File: src/izs_pkg.sv
// Shared types, constants and the microcode program of the irrigation zone sequencer.
// Depends on nothing; every other file of the block imports it.
package izs_pkg;

    localparam int MAX_ZONES   = 16;
    localparam int TICK_W      = 16;
    localparam int ZCOUNT_W    = 5;
    localparam int ZIDX_W      = 4;
    localparam int STATUS_W    = 2;
    localparam int PCT_W       = 7;
    localparam int ACTION_W    = 3;
    localparam int CFG_IDX_W   = 2;
    localparam int PROD_W      = TICK_W + PCT_W;
    localparam int DIV_STEPS   = PCT_W;
    localparam int DIV_CNT_W   = 3;
    localparam int UPC_W       = 3;

    localparam logic [TICK_W-1:0]   ZONE_RUN_TICKS_RST    = 16'd1200;
    localparam logic [TICK_W-1:0]   BUTTON_HOLD_TICKS_RST = 16'd200;
    localparam logic [ZCOUNT_W-1:0] ZONE_COUNT_RST        = 5'd10;
    localparam logic [PCT_W-1:0]    PCT_FULL              = 7'd100;
    localparam logic [TICK_W-1:0]   HOLD_MAX              = 16'hFFFF;

    typedef logic [UPC_W-1:0] upc_t;

    typedef enum logic [ACTION_W-1:0] {
        ACT_TICK    = 3'd0,
        ACT_ENABLE  = 3'd1,
        ACT_DISABLE = 3'd2,
        ACT_PAUSE   = 3'd3,
        ACT_RESUME  = 3'd4
    } action_t;

    typedef enum logic [STATUS_W-1:0] {
        STAT_IDLE   = 2'd0,
        STAT_ACTIVE = 2'd1,
        STAT_PAUSED = 2'd2
    } status_t;

    typedef enum logic [CFG_IDX_W-1:0] {
        REG_ZONE_RUN_TICKS    = 2'd0,
        REG_BUTTON_HOLD_TICKS = 2'd1,
        REG_ZONE_COUNT        = 2'd2
    } reg_idx_t;

    // Datapath operation selected by one microcode word.
    typedef enum logic [2:0] {
        UOP_NOP,
        UOP_FETCH,
        UOP_MUL,
        UOP_DIV_LOAD,
        UOP_DIV_STEP,
        UOP_EMIT
    } uop_t;

    // Jump condition: when true, the step counter loads the target, else it counts up.
    typedef enum logic [2:0] {
        COND_NEVER,
        COND_ALWAYS,
        COND_NO_INPUT,
        COND_DIV_MORE,
        COND_OUT_BUSY
    } cond_t;

    typedef struct packed {
        uop_t  uop;
        cond_t cond;
        upc_t  target;
    } ctrl_word_t;

    localparam upc_t STEP_FETCH = 3'd0;
    localparam upc_t STEP_MUL   = 3'd1;
    localparam upc_t STEP_LOAD  = 3'd2;
    localparam upc_t STEP_DIV   = 3'd3;
    localparam upc_t STEP_EMIT  = 3'd4;
    localparam upc_t STEP_BACK  = 3'd5;

    function automatic ctrl_word_t ucode_rom(input upc_t pc);
        ctrl_word_t w;
        begin
            unique case (pc)
                STEP_FETCH: w = '{UOP_FETCH,    COND_NO_INPUT, STEP_FETCH};
                STEP_MUL:   w = '{UOP_MUL,      COND_NEVER,    STEP_FETCH};
                STEP_LOAD:  w = '{UOP_DIV_LOAD, COND_NEVER,    STEP_FETCH};
                STEP_DIV:   w = '{UOP_DIV_STEP, COND_DIV_MORE, STEP_DIV};
                STEP_EMIT:  w = '{UOP_EMIT,     COND_OUT_BUSY, STEP_EMIT};
                default:    w = '{UOP_NOP,      COND_ALWAYS,   STEP_FETCH};
            endcase
            return w;
        end
    endfunction

endpackage

File: src/izs_if.sv
// Valid/ready channel interfaces of the irrigation zone sequencer: input, result, config.
// Depends on izs_pkg for field widths.
interface izs_in_if import izs_pkg::*; ();
    logic                valid;
    logic                ready;
    logic [ACTION_W-1:0] action;
    logic                stop_button;

    modport source (output valid, output action, output stop_button, input ready);
    modport sink   (input valid, input action, input stop_button, output ready);
endinterface

interface izs_out_if import izs_pkg::*; ();
    logic                 valid;
    logic                 ready;
    logic [MAX_ZONES-1:0] relay_on;
    logic [STATUS_W-1:0]  run_status;
    logic [ZCOUNT_W-1:0]  zone_number;
    logic [PCT_W-1:0]     percent_done;
    logic                 enable_refused;

    modport source (output valid, output relay_on, output run_status,
                    output zone_number, output percent_done, output enable_refused,
                    input ready);
    modport sink   (input valid, input relay_on, input run_status,
                    input zone_number, input percent_done, input enable_refused,
                    output ready);
endinterface

interface izs_cfg_if import izs_pkg::*; ();
    logic                 valid;
    logic                 ready;
    logic [CFG_IDX_W-1:0] index;
    logic [TICK_W-1:0]    data;

    modport source (output valid, output index, output data, input ready);
    modport sink   (input valid, input index, input data, output ready);
endinterface

File: src/irrigation_zone_sequencer.sv
// Irrigation zone sequencer top level: microcode sequencer, zone state and percent divider.
// Depends on izs_pkg and the channel interfaces in izs_if.sv.

// Every accepted beat on in_ch produces exactly one result beat on out_ch. The block works on
// one item at a time and runs these microcode steps per item: one fetch step in which the item
// is accepted and the zone state is updated, one step for the 16 x 7 bit multiply of the zone
// ticks by 100, one step to load the divider, seven steps of restoring division (one quotient
// bit each), one step to load the output register and one step to return to fetch. The result
// sits in an output register, so a new item is accepted while the previous result still waits;
// the emit step stalls only when that register is still full. Configuration writes are always
// taken (cfg.ready is tied high) and must only be issued while no item is in flight. After
// reset the zone time is 1200 ticks, the button hold time 200 ticks and ten zones are in use.
module irrigation_zone_sequencer
    import izs_pkg::*;
(
    input  logic        clk,
    input  logic        rst_n,
    izs_in_if.sink      in_ch,
    izs_out_if.source   out_ch,
    izs_cfg_if.sink     cfg
);

    // Configuration registers.
    logic [TICK_W-1:0]   zone_run_ticks_reg;
    logic [TICK_W-1:0]   button_hold_ticks_reg;
    logic [ZCOUNT_W-1:0] zone_count_reg;

    // Zone state.
    logic                 run_reg, run_next;
    logic                 paused_reg, paused_next;
    logic                 started_reg, started_next;
    logic [TICK_W-1:0]    ticks_reg, ticks_next;
    logic [ZIDX_W-1:0]    idx_reg, idx_next;
    logic [TICK_W-1:0]    hold_reg, hold_next;
    logic [MAX_ZONES-1:0] relay_reg, relay_next;
    logic                 refused_reg, refused_next;

    // Microcode sequencer.
    upc_t       upc_reg, upc_next;
    ctrl_word_t cw;
    logic       cond_true;

    // Percent datapath.
    logic [PROD_W-1:0]    prod_reg;
    logic [PROD_W-1:0]    rem_reg;
    logic [PROD_W-1:0]    dsh_reg;
    logic [PCT_W-1:0]     quo_reg;
    logic [DIV_CNT_W-1:0] cnt_reg;
    logic                 sat_reg;
    logic [PCT_W-1:0]     percent;
    logic                 rem_ge;

    // Output register.
    logic                 out_valid_reg;
    logic [MAX_ZONES-1:0] out_relay_reg;
    logic [STATUS_W-1:0]  out_status_reg;
    logic [ZCOUNT_W-1:0]  out_zone_reg;
    logic [PCT_W-1:0]     out_pct_reg;
    logic                 out_refused_reg;

    logic                 accept;
    logic                 out_free;
    logic                 emit;
    logic [ZCOUNT_W-1:0]  zone_lim;
    status_t              status;

    assign cw       = ucode_rom(upc_reg);
    assign in_ch.ready = (cw.uop == UOP_FETCH);
    assign accept   = in_ch.valid && in_ch.ready;
    assign out_free = !out_valid_reg || out_ch.ready;
    assign emit     = (cw.uop == UOP_EMIT) && out_free;
    assign cfg.ready = 1'b1;

    // A zone count of zero acts as one, anything above the relay width as the full width.
    always_comb
    begin
        if (zone_count_reg == '0)
            zone_lim = ZCOUNT_W'(1);
        else if (zone_count_reg > ZCOUNT_W'(MAX_ZONES))
            zone_lim = ZCOUNT_W'(MAX_ZONES);
        else
            zone_lim = zone_count_reg;
    end

    // Step counter: a true jump condition loads the target, otherwise the next step follows.
    always_comb
    begin
        unique case (cw.cond)
            COND_NEVER:    cond_true = 1'b0;
            COND_ALWAYS:   cond_true = 1'b1;
            COND_NO_INPUT: cond_true = !in_ch.valid;
            COND_DIV_MORE: cond_true = (cnt_reg != DIV_CNT_W'(DIV_STEPS - 1));
            COND_OUT_BUSY: cond_true = !out_free;
            default:       cond_true = 1'b1;
        endcase
        upc_next = cond_true ? cw.target : upc_t'(upc_reg + upc_t'(1));
    end

    always_ff @(posedge clk or negedge rst_n)
    begin
        if (!rst_n)
            upc_reg <= STEP_FETCH;
        else
            upc_reg <= upc_next;
    end

    // Configuration writes. Indexes beyond the register list are ignored.
    always_ff @(posedge clk or negedge rst_n)
    begin
        if (!rst_n)
        begin
            zone_run_ticks_reg    <= ZONE_RUN_TICKS_RST;
            button_hold_ticks_reg <= BUTTON_HOLD_TICKS_RST;
            zone_count_reg        <= ZONE_COUNT_RST;
        end
        else if (cfg.valid && cfg.ready)
        begin
            unique case (reg_idx_t'(cfg.index))
                REG_ZONE_RUN_TICKS:    zone_run_ticks_reg    <= cfg.data;
                REG_BUTTON_HOLD_TICKS: button_hold_ticks_reg <= cfg.data;
                REG_ZONE_COUNT:        zone_count_reg        <= cfg.data[ZCOUNT_W-1:0];
                default:               ;
            endcase
        end
    end

    // Zone state update for the accepted item. The stop button is handled before the run
    // logic, and a cycle reset at the end of the last zone leaves the hold counter alone.
    always_comb
    begin
        run_next     = run_reg;
        paused_next  = paused_reg;
        started_next = started_reg;
        ticks_next   = ticks_reg;
        idx_next     = idx_reg;
        hold_next    = hold_reg;
        relay_next   = relay_reg;
        refused_next = refused_reg;
        if (accept)
        begin
            refused_next = 1'b0;
            unique case (action_t'(in_ch.action))
                ACT_TICK:
                begin
                    if (in_ch.stop_button)
                    begin
                        if (hold_next >= button_hold_ticks_reg)
                        begin
                            relay_next   = '0;
                            run_next     = 1'b0;
                            started_next = 1'b0;
                            ticks_next   = '0;
                            idx_next     = '0;
                            paused_next  = 1'b0;
                            hold_next    = '0;
                        end
                        if (hold_next != HOLD_MAX)
                            hold_next = hold_next + TICK_W'(1);
                    end
                    else
                    begin
                        hold_next = '0;
                    end
                    if (run_next)
                    begin
                        if (!started_next)
                        begin
                            started_next = 1'b1;
                            relay_next   = relay_next | (MAX_ZONES'(1) << idx_next);
                        end
                        else if (ticks_next >= zone_run_ticks_reg)
                        begin
                            ticks_next = '0;
                            relay_next = relay_next & ~(MAX_ZONES'(1) << idx_next);
                            // The last zone is done: the whole cycle resets.
                            if (({1'b0, idx_next} + ZCOUNT_W'(1)) >= zone_lim)
                            begin
                                relay_next   = '0;
                                run_next     = 1'b0;
                                started_next = 1'b0;
                                idx_next     = '0;
                                paused_next  = 1'b0;
                            end
                            else
                            begin
                                idx_next   = idx_next + ZIDX_W'(1);
                                relay_next = relay_next | (MAX_ZONES'(1) << idx_next);
                            end
                        end
                        else
                        begin
                            ticks_next = ticks_next + TICK_W'(1);
                        end
                    end
                end
                ACT_ENABLE:
                begin
                    if (!paused_reg)
                        run_next = 1'b1;
                    else
                        refused_next = 1'b1;
                end
                ACT_DISABLE:
                begin
                    relay_next   = '0;
                    run_next     = 1'b0;
                    started_next = 1'b0;
                    ticks_next   = '0;
                    idx_next     = '0;
                    paused_next  = 1'b0;
                end
                ACT_PAUSE:
                begin
                    run_next    = 1'b0;
                    relay_next  = '0;
                    paused_next = 1'b1;
                end
                ACT_RESUME:
                begin
                    paused_next = 1'b0;
                    run_next    = 1'b1;
                    relay_next  = relay_reg | (MAX_ZONES'(1) << idx_reg);
                end
                default:
                begin
                    // Unknown codes change no zone state and just report the status.
                end
            endcase
        end
    end

    always_ff @(posedge clk or negedge rst_n)
    begin
        if (!rst_n)
        begin
            run_reg     <= 1'b0;
            paused_reg  <= 1'b0;
            started_reg <= 1'b0;
            ticks_reg   <= '0;
            idx_reg     <= '0;
            hold_reg    <= '0;
            relay_reg   <= '0;
            refused_reg <= 1'b0;
        end
        else
        begin
            run_reg     <= run_next;
            paused_reg  <= paused_next;
            started_reg <= started_next;
            ticks_reg   <= ticks_next;
            idx_reg     <= idx_next;
            hold_reg    <= hold_next;
            relay_reg   <= relay_next;
            refused_reg <= refused_next;
        end
    end

    // Percent divider. The product is checked against the zone time scaled by 128 first; when
    // it is at least that large the quotient is far above 100 and saturates, which also covers
    // a zone time of zero. Otherwise seven restoring steps give the 7-bit quotient.
    assign rem_ge = (rem_reg >= dsh_reg);

    always_ff @(posedge clk)
    begin
        unique case (cw.uop)
            UOP_MUL:
            begin
                prod_reg <= PROD_W'({{PCT_W{1'b0}}, ticks_reg} * PROD_W'(PCT_FULL));
            end
            UOP_DIV_LOAD:
            begin
                sat_reg <= (prod_reg >= {zone_run_ticks_reg, {PCT_W{1'b0}}});
                rem_reg <= prod_reg;
                dsh_reg <= {1'b0, zone_run_ticks_reg, {(PCT_W-1){1'b0}}};
                quo_reg <= '0;
                cnt_reg <= '0;
            end
            UOP_DIV_STEP:
            begin
                if (rem_ge)
                    rem_reg <= rem_reg - dsh_reg;
                quo_reg <= {quo_reg[PCT_W-2:0], rem_ge};
                dsh_reg <= dsh_reg >> 1;
                cnt_reg <= cnt_reg + DIV_CNT_W'(1);
            end
            default:
            begin
            end
        endcase
    end

    always_comb
    begin
        if (sat_reg || (quo_reg > PCT_FULL))
            percent = PCT_FULL;
        else
            percent = quo_reg;
        if (run_reg)
            status = STAT_ACTIVE;
        else if (paused_reg)
            status = STAT_PAUSED;
        else
            status = STAT_IDLE;
    end

    // Output register: loaded at the emit step, cleared when the beat is taken.
    always_ff @(posedge clk or negedge rst_n)
    begin
        if (!rst_n)
            out_valid_reg <= 1'b0;
        else if (emit)
            out_valid_reg <= 1'b1;
        else if (out_ch.ready)
            out_valid_reg <= 1'b0;
    end

    always_ff @(posedge clk)
    begin
        if (emit)
        begin
            out_relay_reg   <= relay_reg;
            out_status_reg  <= status;
            out_zone_reg    <= {1'b0, idx_reg} + ZCOUNT_W'(1);
            out_pct_reg     <= percent;
            out_refused_reg <= refused_reg;
        end
    end

    assign out_ch.valid          = out_valid_reg;
    assign out_ch.relay_on       = out_relay_reg;
    assign out_ch.run_status     = out_status_reg;
    assign out_ch.zone_number    = out_zone_reg;
    assign out_ch.percent_done   = out_pct_reg;
    assign out_ch.enable_refused = out_refused_reg;

`ifndef SYNTH
    // At most one valve is ever energized.
    a_one_relay: assert property (@(posedge clk) disable iff (!rst_n)
        $onehot0(relay_reg))
        else $error("more than one zone relay energized");

    // Running and paused never hold together.
    a_run_pause: assert property (@(posedge clk) disable iff (!rst_n)
        !(run_reg && paused_reg))
        else $error("run and pause flags both set");

    // Zone time only counts once a cycle has started.
    a_ticks_start: assert property (@(posedge clk) disable iff (!rst_n)
        !started_reg |-> (ticks_reg == '0))
        else $error("zone ticks counted before cycle start");

    // An accepted item always proceeds to the multiply step.
    a_accept_seq: assert property (@(posedge clk) disable iff (!rst_n)
        accept |=> (upc_reg == STEP_MUL))
        else $error("sequencer did not advance after accept");

    // A reported percentage never exceeds a full zone.
    a_pct_range: assert property (@(posedge clk) disable iff (!rst_n)
        out_valid_reg |-> (out_pct_reg <= PCT_FULL))
        else $error("percent above 100 reported");
`endif

endmodule

File: src/flat_wrapper.sv
// flat-port wrapper written by rule: the top's interface ports become plain ports
module irrigation_zone_sequencer_flat import izs_pkg::*;
  (clk, rst_n, in_ch_valid, in_ch_action, in_ch_stop_button, in_ch_ready, out_ch_valid, out_ch_relay_on, out_ch_run_status, out_ch_zone_number, out_ch_percent_done, out_ch_enable_refused, out_ch_ready, cfg_valid, cfg_index, cfg_data, cfg_ready);
  izs_in_if in_ch_i ();
  izs_out_if out_ch_i ();
  izs_cfg_if cfg_i ();
  input  logic clk;
  input  logic rst_n;
  input wire logic [$bits(in_ch_i.valid)-1:0] in_ch_valid;
  input wire logic [$bits(in_ch_i.action)-1:0] in_ch_action;
  input wire logic [$bits(in_ch_i.stop_button)-1:0] in_ch_stop_button;
  output wire logic [$bits(in_ch_i.ready)-1:0] in_ch_ready;
  output wire logic [$bits(out_ch_i.valid)-1:0] out_ch_valid;
  output wire logic [$bits(out_ch_i.relay_on)-1:0] out_ch_relay_on;
  output wire logic [$bits(out_ch_i.run_status)-1:0] out_ch_run_status;
  output wire logic [$bits(out_ch_i.zone_number)-1:0] out_ch_zone_number;
  output wire logic [$bits(out_ch_i.percent_done)-1:0] out_ch_percent_done;
  output wire logic [$bits(out_ch_i.enable_refused)-1:0] out_ch_enable_refused;
  input wire logic [$bits(out_ch_i.ready)-1:0] out_ch_ready;
  input wire logic [$bits(cfg_i.valid)-1:0] cfg_valid;
  input wire logic [$bits(cfg_i.index)-1:0] cfg_index;
  input wire logic [$bits(cfg_i.data)-1:0] cfg_data;
  output wire logic [$bits(cfg_i.ready)-1:0] cfg_ready;
  assign in_ch_i.valid = in_ch_valid;
  assign in_ch_i.action = in_ch_action;
  assign in_ch_i.stop_button = in_ch_stop_button;
  assign in_ch_ready = in_ch_i.ready;
  assign out_ch_valid = out_ch_i.valid;
  assign out_ch_relay_on = out_ch_i.relay_on;
  assign out_ch_run_status = out_ch_i.run_status;
  assign out_ch_zone_number = out_ch_i.zone_number;
  assign out_ch_percent_done = out_ch_i.percent_done;
  assign out_ch_enable_refused = out_ch_i.enable_refused;
  assign out_ch_i.ready = out_ch_ready;
  assign cfg_i.valid = cfg_valid;
  assign cfg_i.index = cfg_index;
  assign cfg_i.data = cfg_data;
  assign cfg_ready = cfg_i.ready;
  irrigation_zone_sequencer u_core (.clk(clk), .rst_n(rst_n), .in_ch(in_ch_i), .out_ch(out_ch_i), .cfg(cfg_i));
endmodule
File: config.mk
export PLATFORM = sky130hd
export DESIGN_NAME = irrigation_zone_sequencer_flat
export DESIGN_NICKNAME = d
export VERILOG_FILES = /design/src/izs_pkg.sv /design/src/izs_if.sv /design/src/irrigation_zone_sequencer.sv /design/src/flat_wrapper.sv
export SDC_FILE = /design/constraint.sdc
export NUM_CORES = 1
export LEC_CHECK = 0
export BUFFER_PORTS_ARGS = -buffer_cell sky130_fd_sc_hd__buf_2
export CORE_AREA = 2 2 178 180
export CTS_CLUSTER_DIAMETER = 200
export DETAILED_ROUTE_END_ITERATION = 7
export DIE_AREA = 0 0 180 182
export GPL_ROUTABILITY_DRIVEN = 0
export GPL_TIMING_DRIVEN = 1
export PLACE_DENSITY = 0.68
export SLEW_MARGIN = 20
export SYNTH_ARGS = -nofsm -noshare
export SYNTH_HDL_FRONTEND = slang
export SYNTH_SLANG_ARGS = --single-unit
File: constraint.sdc
create_clock -name clk -period 13.63 [get_ports clk]
set_input_delay 2.726 -clock clk [delete_from_list [all_inputs] [get_ports clk]]
set_output_delay 2.726 -clock clk [all_outputs]
set_load 0.02 [all_outputs]
==> reports/results.env, run 1 <==
CORE_UM2=31000
TRITONCTS_NUM_SINKS=205
DRT_ITER0_MARKERS=947
YS_WARN_COUNT=0
SYNTH_COMMON_CELLS='151 x sky130_fd_sc_hd__ha_1, 145 x sky130_fd_sc_hd__nand2_1, 143 x sky130_fd_sc_hd__inv_1, 108 x sky130_fd_sc_hd__edfxtp_1, 102 x sky130_fd_sc_hd__nor2_1'
CTSROOTBUFFERMASTER='sky130_fd_sc_hd__clkbuf_16'
MULTI_INPUT_AREA_UM2=7290
NUMBER_OF_SYNTHESIZED_FLOPS_WITH_AN_ENABLE_PIN=108
SYNTH-ASYNC-RESET-RATIO_PCT=47.3
YS_DOMINANT_REG_CELL='sky130_fd_sc_hd__edfxtp_1'
POST-SYNTH-TOP-COUNT-CELL='sky130_fd_sc_hd__ha_1'
END_KIND='flop'
P_PER_AREA_nW_PER_UM2=166
START_UTIL_PCT=44.2
POST_DRT_WL_PER_CELL_UM=17.2
ROUTE.MET2.WL_UM=15300
ROUTE.TOP_LAYER_USED='met4'
DRIVE_GT1_SHARE_PCT=10.9
GRT_START_MAX_NET_PINS=62
SYNTHTOLAYOUTAREAGROWTH_PCT=10.4
GRT_ANTENNA_BEFORE_REPAIR=0
CTS_BUFFER_DEPTH=3
AREA_ENCLOSED_BY_THE_DIE_BOUNDARY_UM2=32800
STDCELL_AREA_UM2=15100
ANTENNA-DIODE-COUNT=0
LEVEL_COUNT_OF_THE_CLOCK_H_TREE=1
RSZ_0062_RAISED_AFTER_GLOBAL_ROUTING='no'
AREA_LEADER_NETLIST='sky130_fd_sc_hd__edfxtp_1'
VIAS_PER_CELL=5.82
CRITPATHARRIVALTIME_NS=7.18
ROUTED-WL-MET3_UM=1900
DP_CELLS=1862
NUMBER_OF_SLEW_LIMIT_VIOLATIONS_IN_THE_FINAL_REPORT=0
GRT_REMAINING_OVERFLOW=0
FILL_CELLS=2828
MAPPEDNETLISTNETS=1629
SYN-INSTANCE-COUNT=1439
SYNTH-SEQ-CELLS=205
MAXSLEWHEADROOM_PCT=23.5
DRC_ERRORS=0
CTS_REPAIR_RESIZE_COUNT=0
HPWLAFTERDP_UM=23800
IR_WORST_VDD_V=0.000109
CRITICAL_PATH_PEAK_FANOUT=26
YS_SEQ_AREA_SHARE_PCT=41.5
PERIOD_NEEDED_NS=6.73
YS_TOP_CELLS_BY_AREA='sky130_fd_sc_hd__edfxtp_1 24%, sky130_fd_sc_hd__dfrtp_1 16%, sky130_fd_sc_hd__ha_1 14%, sky130_fd_sc_hd__nand2_1 4.0%, sky130_fd_sc_hd__inv_1 3.9%'
FINAL_CRITICAL_PATH_SETUP_SLACK_NS=6.90
CLOCK_LATENCY_NS=0.54
CP.BUFFERS_INVERTERS=4
REGAREA_UM2=5680
POSTROUTEWIRELENGTH_UM=32800
WORST_PATH_MAX_DELAY_CELL='sky130_fd_sc_hd__or4_1'
FIN_NETS=1676
POST-LAYOUT-TOTAL-POWER_mW=2.52
CRITPATHMAXSTAGEDELAY_NS=0.61
SYNTH_CELL_TYPE_COUNT=82
DRT-MET1-WL_UM=14500
FINISH.CELL_COUNT_WITHOUT_FILLERS=1904
GRT_PASS1_VIAS=10900
CTS.HOLD.BUFFERS_ADDED=0
LARGEST_REGISTER_FF_COUNT=23
CRIT_PATH_FREQUENT_CELL='sky130_fd_sc_hd__ha_1'
FLOORPLAN.ROWS=65
TIMING_WORST_SETUP_PATH_TYPE='input port to flop'
POST_PLACEMENT_WORST_SETUP_SLACK_NS=6.47
SYNTH_TOP_AREA_SHARE_PCT=23.7
FLOORPLAN.DIE.WIDTH_UM=180
TRANSITION_TIME_OF_THE_TIGHTEST_SLEW_CHECK_PIN_NS=1.14
GRT_USE_TOTAL_PCT=19.9
POSTCTSSETUPBUFFERS=0
SETUP_VIOL_COUNT_FINAL=0
CTS_TREE='done'
TRITONCTS.NUM_BUFFERS=24
FINAL_ANTENNA_NET_COUNT=0
FIN_CRIT_SH_PCT=49.4
POSTSYNTHAREAPERCELL_UM2=9.52
POSTLAYOUTCOREUTIL_PCT=48.8
FINAL.SETUP.TNS_NS=0
MAX_CLOCK_FREQ_GHz=0.149
COUNT_OF_BUFFERS_INSERTED_AT_THE_TOP_LEVEL_PORTS=59
ORDERED_CELL_LIST_FOR_THE_CRITICAL_PATH='buf_2 -> and2_1 -> a22o_1 -> a21oi_2 -> buf_4 -> nand2_1 -> inv_1 -> ha_1 -> ha_1 -> inv_1 -> ha_1 -> a21oi_1 -> o21ai_0 -> maj3_2 -> a21oi_2 -> nand2_1 -> or4_1 -> o211ai_1'
MAPPEDNETLISTAREA_UM2=13700
FIRST_PASS_ITERS=6
POWER_LEAKAGE_nW=6.63
OUTCOME='finished clean'
GRT_FIRST_PASS_WIRELENGTH_UM=54200
CAP_VIOL_MAX_COUNT=0
CPLARGESTDELAYFAMILY='compound AO/OA/AOI/OAI gates'
SETUP.WORST_PATH.START_CLASS='input port'
WORST_HOLD_SLACK_NS=0.451
TIMING.HOLD.WORST.CLASS='flop to flop'
HOLD_VIOL_FINAL=0
DETAILROUTE.VIA_COUNT=11100
NUM_IO_PINS=61
CLK_PIN_SLEW_WORST_PATHS_NS=0.06
FINCLKSKEW_NS=0.0243
PLACEMENT.CELL_AREA_UM2=14400
CRITPATHREQUIREDTIME_NS=14.07
DIE_H_UM=182
-- layer usage --
metal	vias to the layer above	global-route usage (%)
met2	362	33.5
met1	5315	26.2
met4	0	6.89
li1	5318	-
met3	89	2.73
met5	-	0
-- power breakdown --
group | internal (mW) | total [mW] | switching (mW)
clock network | 0.347 | 0.608 | 0.260
logic | 0.363 | 0.986 | 0.623
registers | 0.842 | 0.924 | 0.0817
total | 1.55 | 2.52 | 0.965
-- cell families (layout without fill, tap and decap cells) --
logic type / after synthesis / count (layout) / synth area share [%]
other: 1 / 1 / 0.0274
adder cells (fa/ha/maj): 164 / 164 / 15.6
AND/OR/NAND/NOR: 431 / 431 / 15.1
XOR/XNOR: 29 / 29 / 1.85
multiplexers: 28 / 28 / 2.26
flip-flops: 205 / 205 / 41.5
AO/OA/AOI/OAI: 388 / 388 / 18.3
buffers and inverters: 193 / 256 / 5.41
-- cell usage in the layout (no fill, tap or decap), types with 19 or more instances in the layout --
master and n:
sky130_fd_sc_hd__a21oi_1 65, sky130_fd_sc_hd__a31oi_1 33, sky130_fd_sc_hd__and2_1 19, sky130_fd_sc_hd__buf_2 58, sky130_fd_sc_hd__clkbuf_16 24, sky130_fd_sc_hd__dfrtp_1 88
sky130_fd_sc_hd__edfxtp_1 108, sky130_fd_sc_hd__ha_1 151, sky130_fd_sc_hd__inv_1 143, sky130_fd_sc_hd__mux2_2 24, sky130_fd_sc_hd__nand2_1 145, sky130_fd_sc_hd__nand3_1 32
sky130_fd_sc_hd__nand4_1 21, sky130_fd_sc_hd__nor2_1 101, sky130_fd_sc_hd__nor3_1 27, sky130_fd_sc_hd__o21ai_0 98, sky130_fd_sc_hd__o21ai_1 36, sky130_fd_sc_hd__xnor2_1 19
-- layout make-up --
cell class              count  area share [%]
clock inverters            11           0.587
flip-flops and latches    205            37.6
repair buffers             71            2.56
multi-input cells        1041            48.2
well taps                 402            3.33
clock buffers              31            4.21
inverters                 143            3.55
-- worst paths after layout --
| kind | start | end | slack (ns) | cells after the start |
|---|---|---|---|---|
| max | in_ch_stop_button | u_core.relay_reg[10] | 6.90 | 18 |
| min | u_core.refused_reg | u_core.out_ch.enable_refused | 0.45 | 0 |
| max reg2reg | u_core.button_hold_ticks_reg[6] | u_core.relay_reg[10] | 8.11 | 20 |
| min reg2reg | u_core.refused_reg | u_core.out_ch.enable_refused | 0.45 | 0 |
| max in group asynchronous | rst_n | u_core.ticks_reg[4] | 10.27 | 2 |
| min in group asynchronous | rst_n | u_core.relay_reg[4] | 2.17 | 1 |
Power figures use the tool's default switching activity.
==> run 2: changes to the inputs <==
--- a/config.mk
+++ b/config.mk
@@ -5,14 +5,15 @@
 export SDC_FILE = /design/constraint.sdc
 export NUM_CORES = 1
 export LEC_CHECK = 0
+export ABC_AREA = 1
 export BUFFER_PORTS_ARGS = -buffer_cell sky130_fd_sc_hd__buf_2
-export CORE_AREA = 2 2 178 180
+export CORE_AREA = 2 2 183 185
 export CTS_CLUSTER_DIAMETER = 200
 export DETAILED_ROUTE_END_ITERATION = 7
-export DIE_AREA = 0 0 180 182
+export DIE_AREA = 0 0 185 187
 export GPL_ROUTABILITY_DRIVEN = 0
 export GPL_TIMING_DRIVEN = 1
-export PLACE_DENSITY = 0.68
+export PLACE_DENSITY = 0.7
 export SLEW_MARGIN = 20
 export SYNTH_ARGS = -nofsm -noshare
 export SYNTH_HDL_FRONTEND = slang
==> constraint.sdc (replaced) <==
create_clock -name clk -period 5.4 [get_ports clk]
set_input_delay 1.08 -clock clk [delete_from_list [all_inputs] [get_ports clk]]
set_output_delay 1.08 -clock clk [all_outputs]
set_load 0.02 [all_outputs]
==> run 2 against run 1 <==
Design area increased by 5.8%. First-iteration DRC count is 11% lower. Clock-buffer cell count up 5.
==> reports/results.env, run 2 <==
OUTCOME='finished clean'
SYNTHTOLAYOUTAREAGROWTH_PCT=10.6
HPWLAFTERDP_UM=26000  # +9.2%
CRITPATHARRIVALTIME_NS=5.27  # -1.91 ns
SYNTH_CELL_TYPE_COUNT=61  # -26%
LEVEL_COUNT_OF_THE_CLOCK_H_TREE=1  # unchanged
FILL_CELLS=3153  # +11%
P_PER_AREA_nW_PER_UM2=599  # +260%
FINAL.SETUP.TNS_NS=0  # unchanged
FINCLKSKEW_NS=0.0356  # +0.0114 ns
CRITICAL_PATH_PEAK_FANOUT=23  # -12%
FIN_CRIT_SH_PCT=89.0
DETAILROUTE.VIA_COUNT=12200  # +9.8%
SYNTH-SEQ-CELLS=205  # unchanged
GRT_PASS1_VIAS=12100  # +11%
CTS_TREE='done'
CAP_VIOL_MAX_COUNT=0  # unchanged
NUMBER_OF_SYNTHESIZED_FLOPS_WITH_AN_ENABLE_PIN=108  # unchanged
SYNTH_TOP_AREA_SHARE_PCT=22.4  # -1.2 points
IR_WORST_VDD_V=0.000295  # +170%
POSTSYNTHAREAPERCELL_UM2=8.03  # -16%
YS_TOP_CELLS_BY_AREA='sky130_fd_sc_hd__edfxtp_1 22%, sky130_fd_sc_hd__dfrtp_1 15%, sky130_fd_sc_hd__ha_1 13%, sky130_fd_sc_hd__nand2_1 11%, sky130_fd_sc_hd__inv_1 6.5%'
POST_DRT_WL_PER_CELL_UM=15.1  # -13%
CORE_UM2=32900  # +6.1%
AREA_ENCLOSED_BY_THE_DIE_BOUNDARY_UM2=34600  # +5.6%
POSTLAYOUTCOREUTIL_PCT=48.7  # -0.12 points
FINAL_ANTENNA_NET_COUNT=0  # unchanged
NUM_IO_PINS=61  # unchanged
TIMING.HOLD.WORST.CLASS='flop to flop'
ROUTED-WL-MET3_UM=1760  # -7.3%
FLOORPLAN.DIE.WIDTH_UM=185  # +2.8%
HOLD_VIOL_FINAL=0  # unchanged
FIRST_PASS_ITERS=6  # unchanged
TIMING_WORST_SETUP_PATH_TYPE='flop to flop'
SETUP_VIOL_COUNT_FINAL=0  # unchanged
PERIOD_NEEDED_NS=4.81
CLOCK_LATENCY_NS=0.54  # about the same
DIE_H_UM=187  # +2.7%
DRC_ERRORS=0  # unchanged
NUMBER_OF_SLEW_LIMIT_VIOLATIONS_IN_THE_FINAL_REPORT=0  # unchanged
CLK_PIN_SLEW_WORST_PATHS_NS=0.06  # about the same
WORST_PATH_MAX_DELAY_CELL='sky130_fd_sc_hd__dfstp_2'
CTS_BUFFER_DEPTH=3  # unchanged
MAPPEDNETLISTNETS=1991  # +22%
START_UTIL_PCT=44.0  # -0.21 points
ANTENNA-DIODE-COUNT=0  # unchanged
GRT_START_MAX_NET_PINS=81  # +31%
MAX_CLOCK_FREQ_GHz=0.208
TRITONCTS.NUM_BUFFERS=25  # +4.2%
FIN_NETS=2043  # +22%
SYN-INSTANCE-COUNT=1801  # +25%
SYNTH-ASYNC-RESET-RATIO_PCT=47.3  # unchanged
YS_SEQ_AREA_SHARE_PCT=39.3  # -2.2 points
CRITPATHMAXSTAGEDELAY_NS=0.53  # -0.08 ns
POSTCTSSETUPBUFFERS=0  # unchanged
CRITPATHREQUIREDTIME_NS=5.86  # -8.21 ns
ROUTE.TOP_LAYER_USED='met4'
POWER_LEAKAGE_nW=7.84  # +18%
CTSROOTBUFFERMASTER='sky130_fd_sc_hd__clkbuf_16'
LARGEST_REGISTER_FF_COUNT=23  # unchanged
POST-SYNTH-TOP-COUNT-CELL='sky130_fd_sc_hd__nand2_1'
LAYOUT_COMMONEST_CELL='sky130_fd_sc_hd__nand2_1'
MAPPEDNETLISTAREA_UM2=14500  # +5.6%
GRT_USE_TOTAL_PCT=20.6  # +0.76 points
TRITONCTS_NUM_SINKS=205  # unchanged
FLOORPLAN.ROWS=67  # +3.1%
CRIT_PATH_FREQUENT_CELL='sky130_fd_sc_hd__nand2_1'
YS_DOMINANT_REG_CELL='sky130_fd_sc_hd__edfxtp_1'
CTS.HOLD.BUFFERS_ADDED=0  # unchanged
POSTROUTEWIRELENGTH_UM=35000  # +6.5%
GRT_REMAINING_OVERFLOW=0  # unchanged
DRT_ITER0_MARKERS=846  # -11%
AREA_LEADER_NETLIST='sky130_fd_sc_hd__edfxtp_1'
YS_WARN_COUNT=0  # unchanged
POST-LAYOUT-TOTAL-POWER_mW=9.58  # +280%
SYNTH_COMMON_CELLS='424 x sky130_fd_sc_hd__nand2_1, 252 x sky130_fd_sc_hd__inv_1, 177 x sky130_fd_sc_hd__nor2_1, 151 x sky130_fd_sc_hd__ha_1, 119 x sky130_fd_sc_hd__o21ai_0'
END_KIND='flop'
DRT-MET1-WL_UM=15000  # +3.4%
DRIVE_GT1_SHARE_PCT=10.1  # -0.76 points
CTS_REPAIR_RESIZE_COUNT=0  # unchanged
TRANSITION_TIME_OF_THE_TIGHTEST_SLEW_CHECK_PIN_NS=0.993  # -0.146 ns
MOSTFREQUENTLAYOUTCELLS='422 x sky130_fd_sc_hd__nand2_1, 252 x sky130_fd_sc_hd__inv_1, 175 x sky130_fd_sc_hd__nor2_1'
SETUP.WORST_PATH.START_CLASS='flop'
COUNT_OF_BUFFERS_INSERTED_AT_THE_TOP_LEVEL_PORTS=59  # unchanged
ROUTE.MET2.WL_UM=17100  # +12%
VIAS_PER_CELL=5.24  # -9.9%
RSZ_0062_RAISED_AFTER_GLOBAL_ROUTING='no'
GRT_ANTENNA_BEFORE_REPAIR=0  # unchanged
MAXSLEWHEADROOM_PCT=33.6  # +10 points
GRT_FIRST_PASS_WIRELENGTH_UM=58400  # +7.8%
## run 2: cell types whose count changed after synthesis, moves of 16 or more
cell                      before  now
sky130_fd_sc_hd__and2_1       19    1
sky130_fd_sc_hd__a21oi_1      65  113
sky130_fd_sc_hd__nand3_1      32   89
sky130_fd_sc_hd__inv_1       143  252
sky130_fd_sc_hd__a31oi_1      33    4
sky130_fd_sc_hd__mux2_2       24    0
sky130_fd_sc_hd__o21ai_0      98  119
sky130_fd_sc_hd__nand2_1     145  424
sky130_fd_sc_hd__xor2_1       10   27
sky130_fd_sc_hd__o21ai_1      36   18
sky130_fd_sc_hd__nor2b_1      16    0
sky130_fd_sc_hd__nor3_1       27   10
sky130_fd_sc_hd__nor2_1      102  177
## run 2: cell families after synthesis
kind of cell / Yosys count / synth area share, %
flip-flops: 205 / 39.3
other: 1 / 0.0259
XOR/XNOR: 40 / 2.42
AND/OR/NAND/NOR: 772 / 23.3
AO/OA/AOI/OAI: 307 / 11.7
adder cells (fa/ha/maj): 163 / 14.7
buffers and inverters: 313 / 8.56
## run 2: layout make-up
cell class / count / area (um2) / share of cell area (%)
multi-input combinational: 1283 / 7560 / 47.3
tap: 448 / 561 / 3.50
sequential: 205 / 5680 / 35.5
timing repair buffer: 67 / 358 / 2.24
clock inverter: 10 / 82.6 / 0.516
inverter: 271 / 1020 / 6.36
clock buffer: 36 / 738 / 4.61
## run 2: final timing paths
path                                                 start                           end  cells past startpoint  slack (ns)
setup / recovery           u_core.button_hold_ticks_reg[7]           u_core.relay_reg[2]                     27        0.59
hold / removal                          u_core.refused_reg  u_core.out_ch.enable_refused                      0        0.45
setup reg to reg           u_core.button_hold_ticks_reg[7]           u_core.relay_reg[2]                     27        0.59
hold reg to reg                         u_core.refused_reg  u_core.out_ch.enable_refused                      0        0.45
max in group asynchronous                            rst_n  u_core.zone_run_ticks_reg[3]                      2        3.71
min in group asynchronous                            rst_n          u_core.relay_reg[10]                      1        0.71
## run 2: where the power goes
part / internal, mW / switching (mW) / total, mW / leakage [nW]
clock network: 0.995 / 0.665 / 1.66 / 0.402
registers: 2.44 / 0.439 / 2.88 / 2.21
logic: 1.76 / 3.29 / 5.04 / 5.22
## run 2: critical path, delay by kind of cell, from the launching register on
family	cells	cell delay [ns]
adder cells (fa/ha/maj)	4	1.10
flip-flops	1	0.53
AO/OA/AOI/OAI	5	1.10
buffers and inverters	4	0.51
AND/OR/NAND/NOR	14	1.49
## run 2: metrics by stage
step                hold WS [ns]  setup WS [ns]  cell area (um2)  instances
floorplan                  0.425           1.36            14500       1801
global placement           0.434          0.791            15200       2274
detailed placement         0.438          0.659            15200       2274
CTS                        0.449          0.679            16000       2320
global route               0.453         0.0986            16000       2320
finish                     0.448          0.593            16000       2320
## run 2: metal layers
metal  vias to the layer above  track usage (%)
met2                       361             35.9
met3                        83             2.22
met5                         -                0
met1                      5694             26.3
li1                       6030                -
met4                         0             7.54
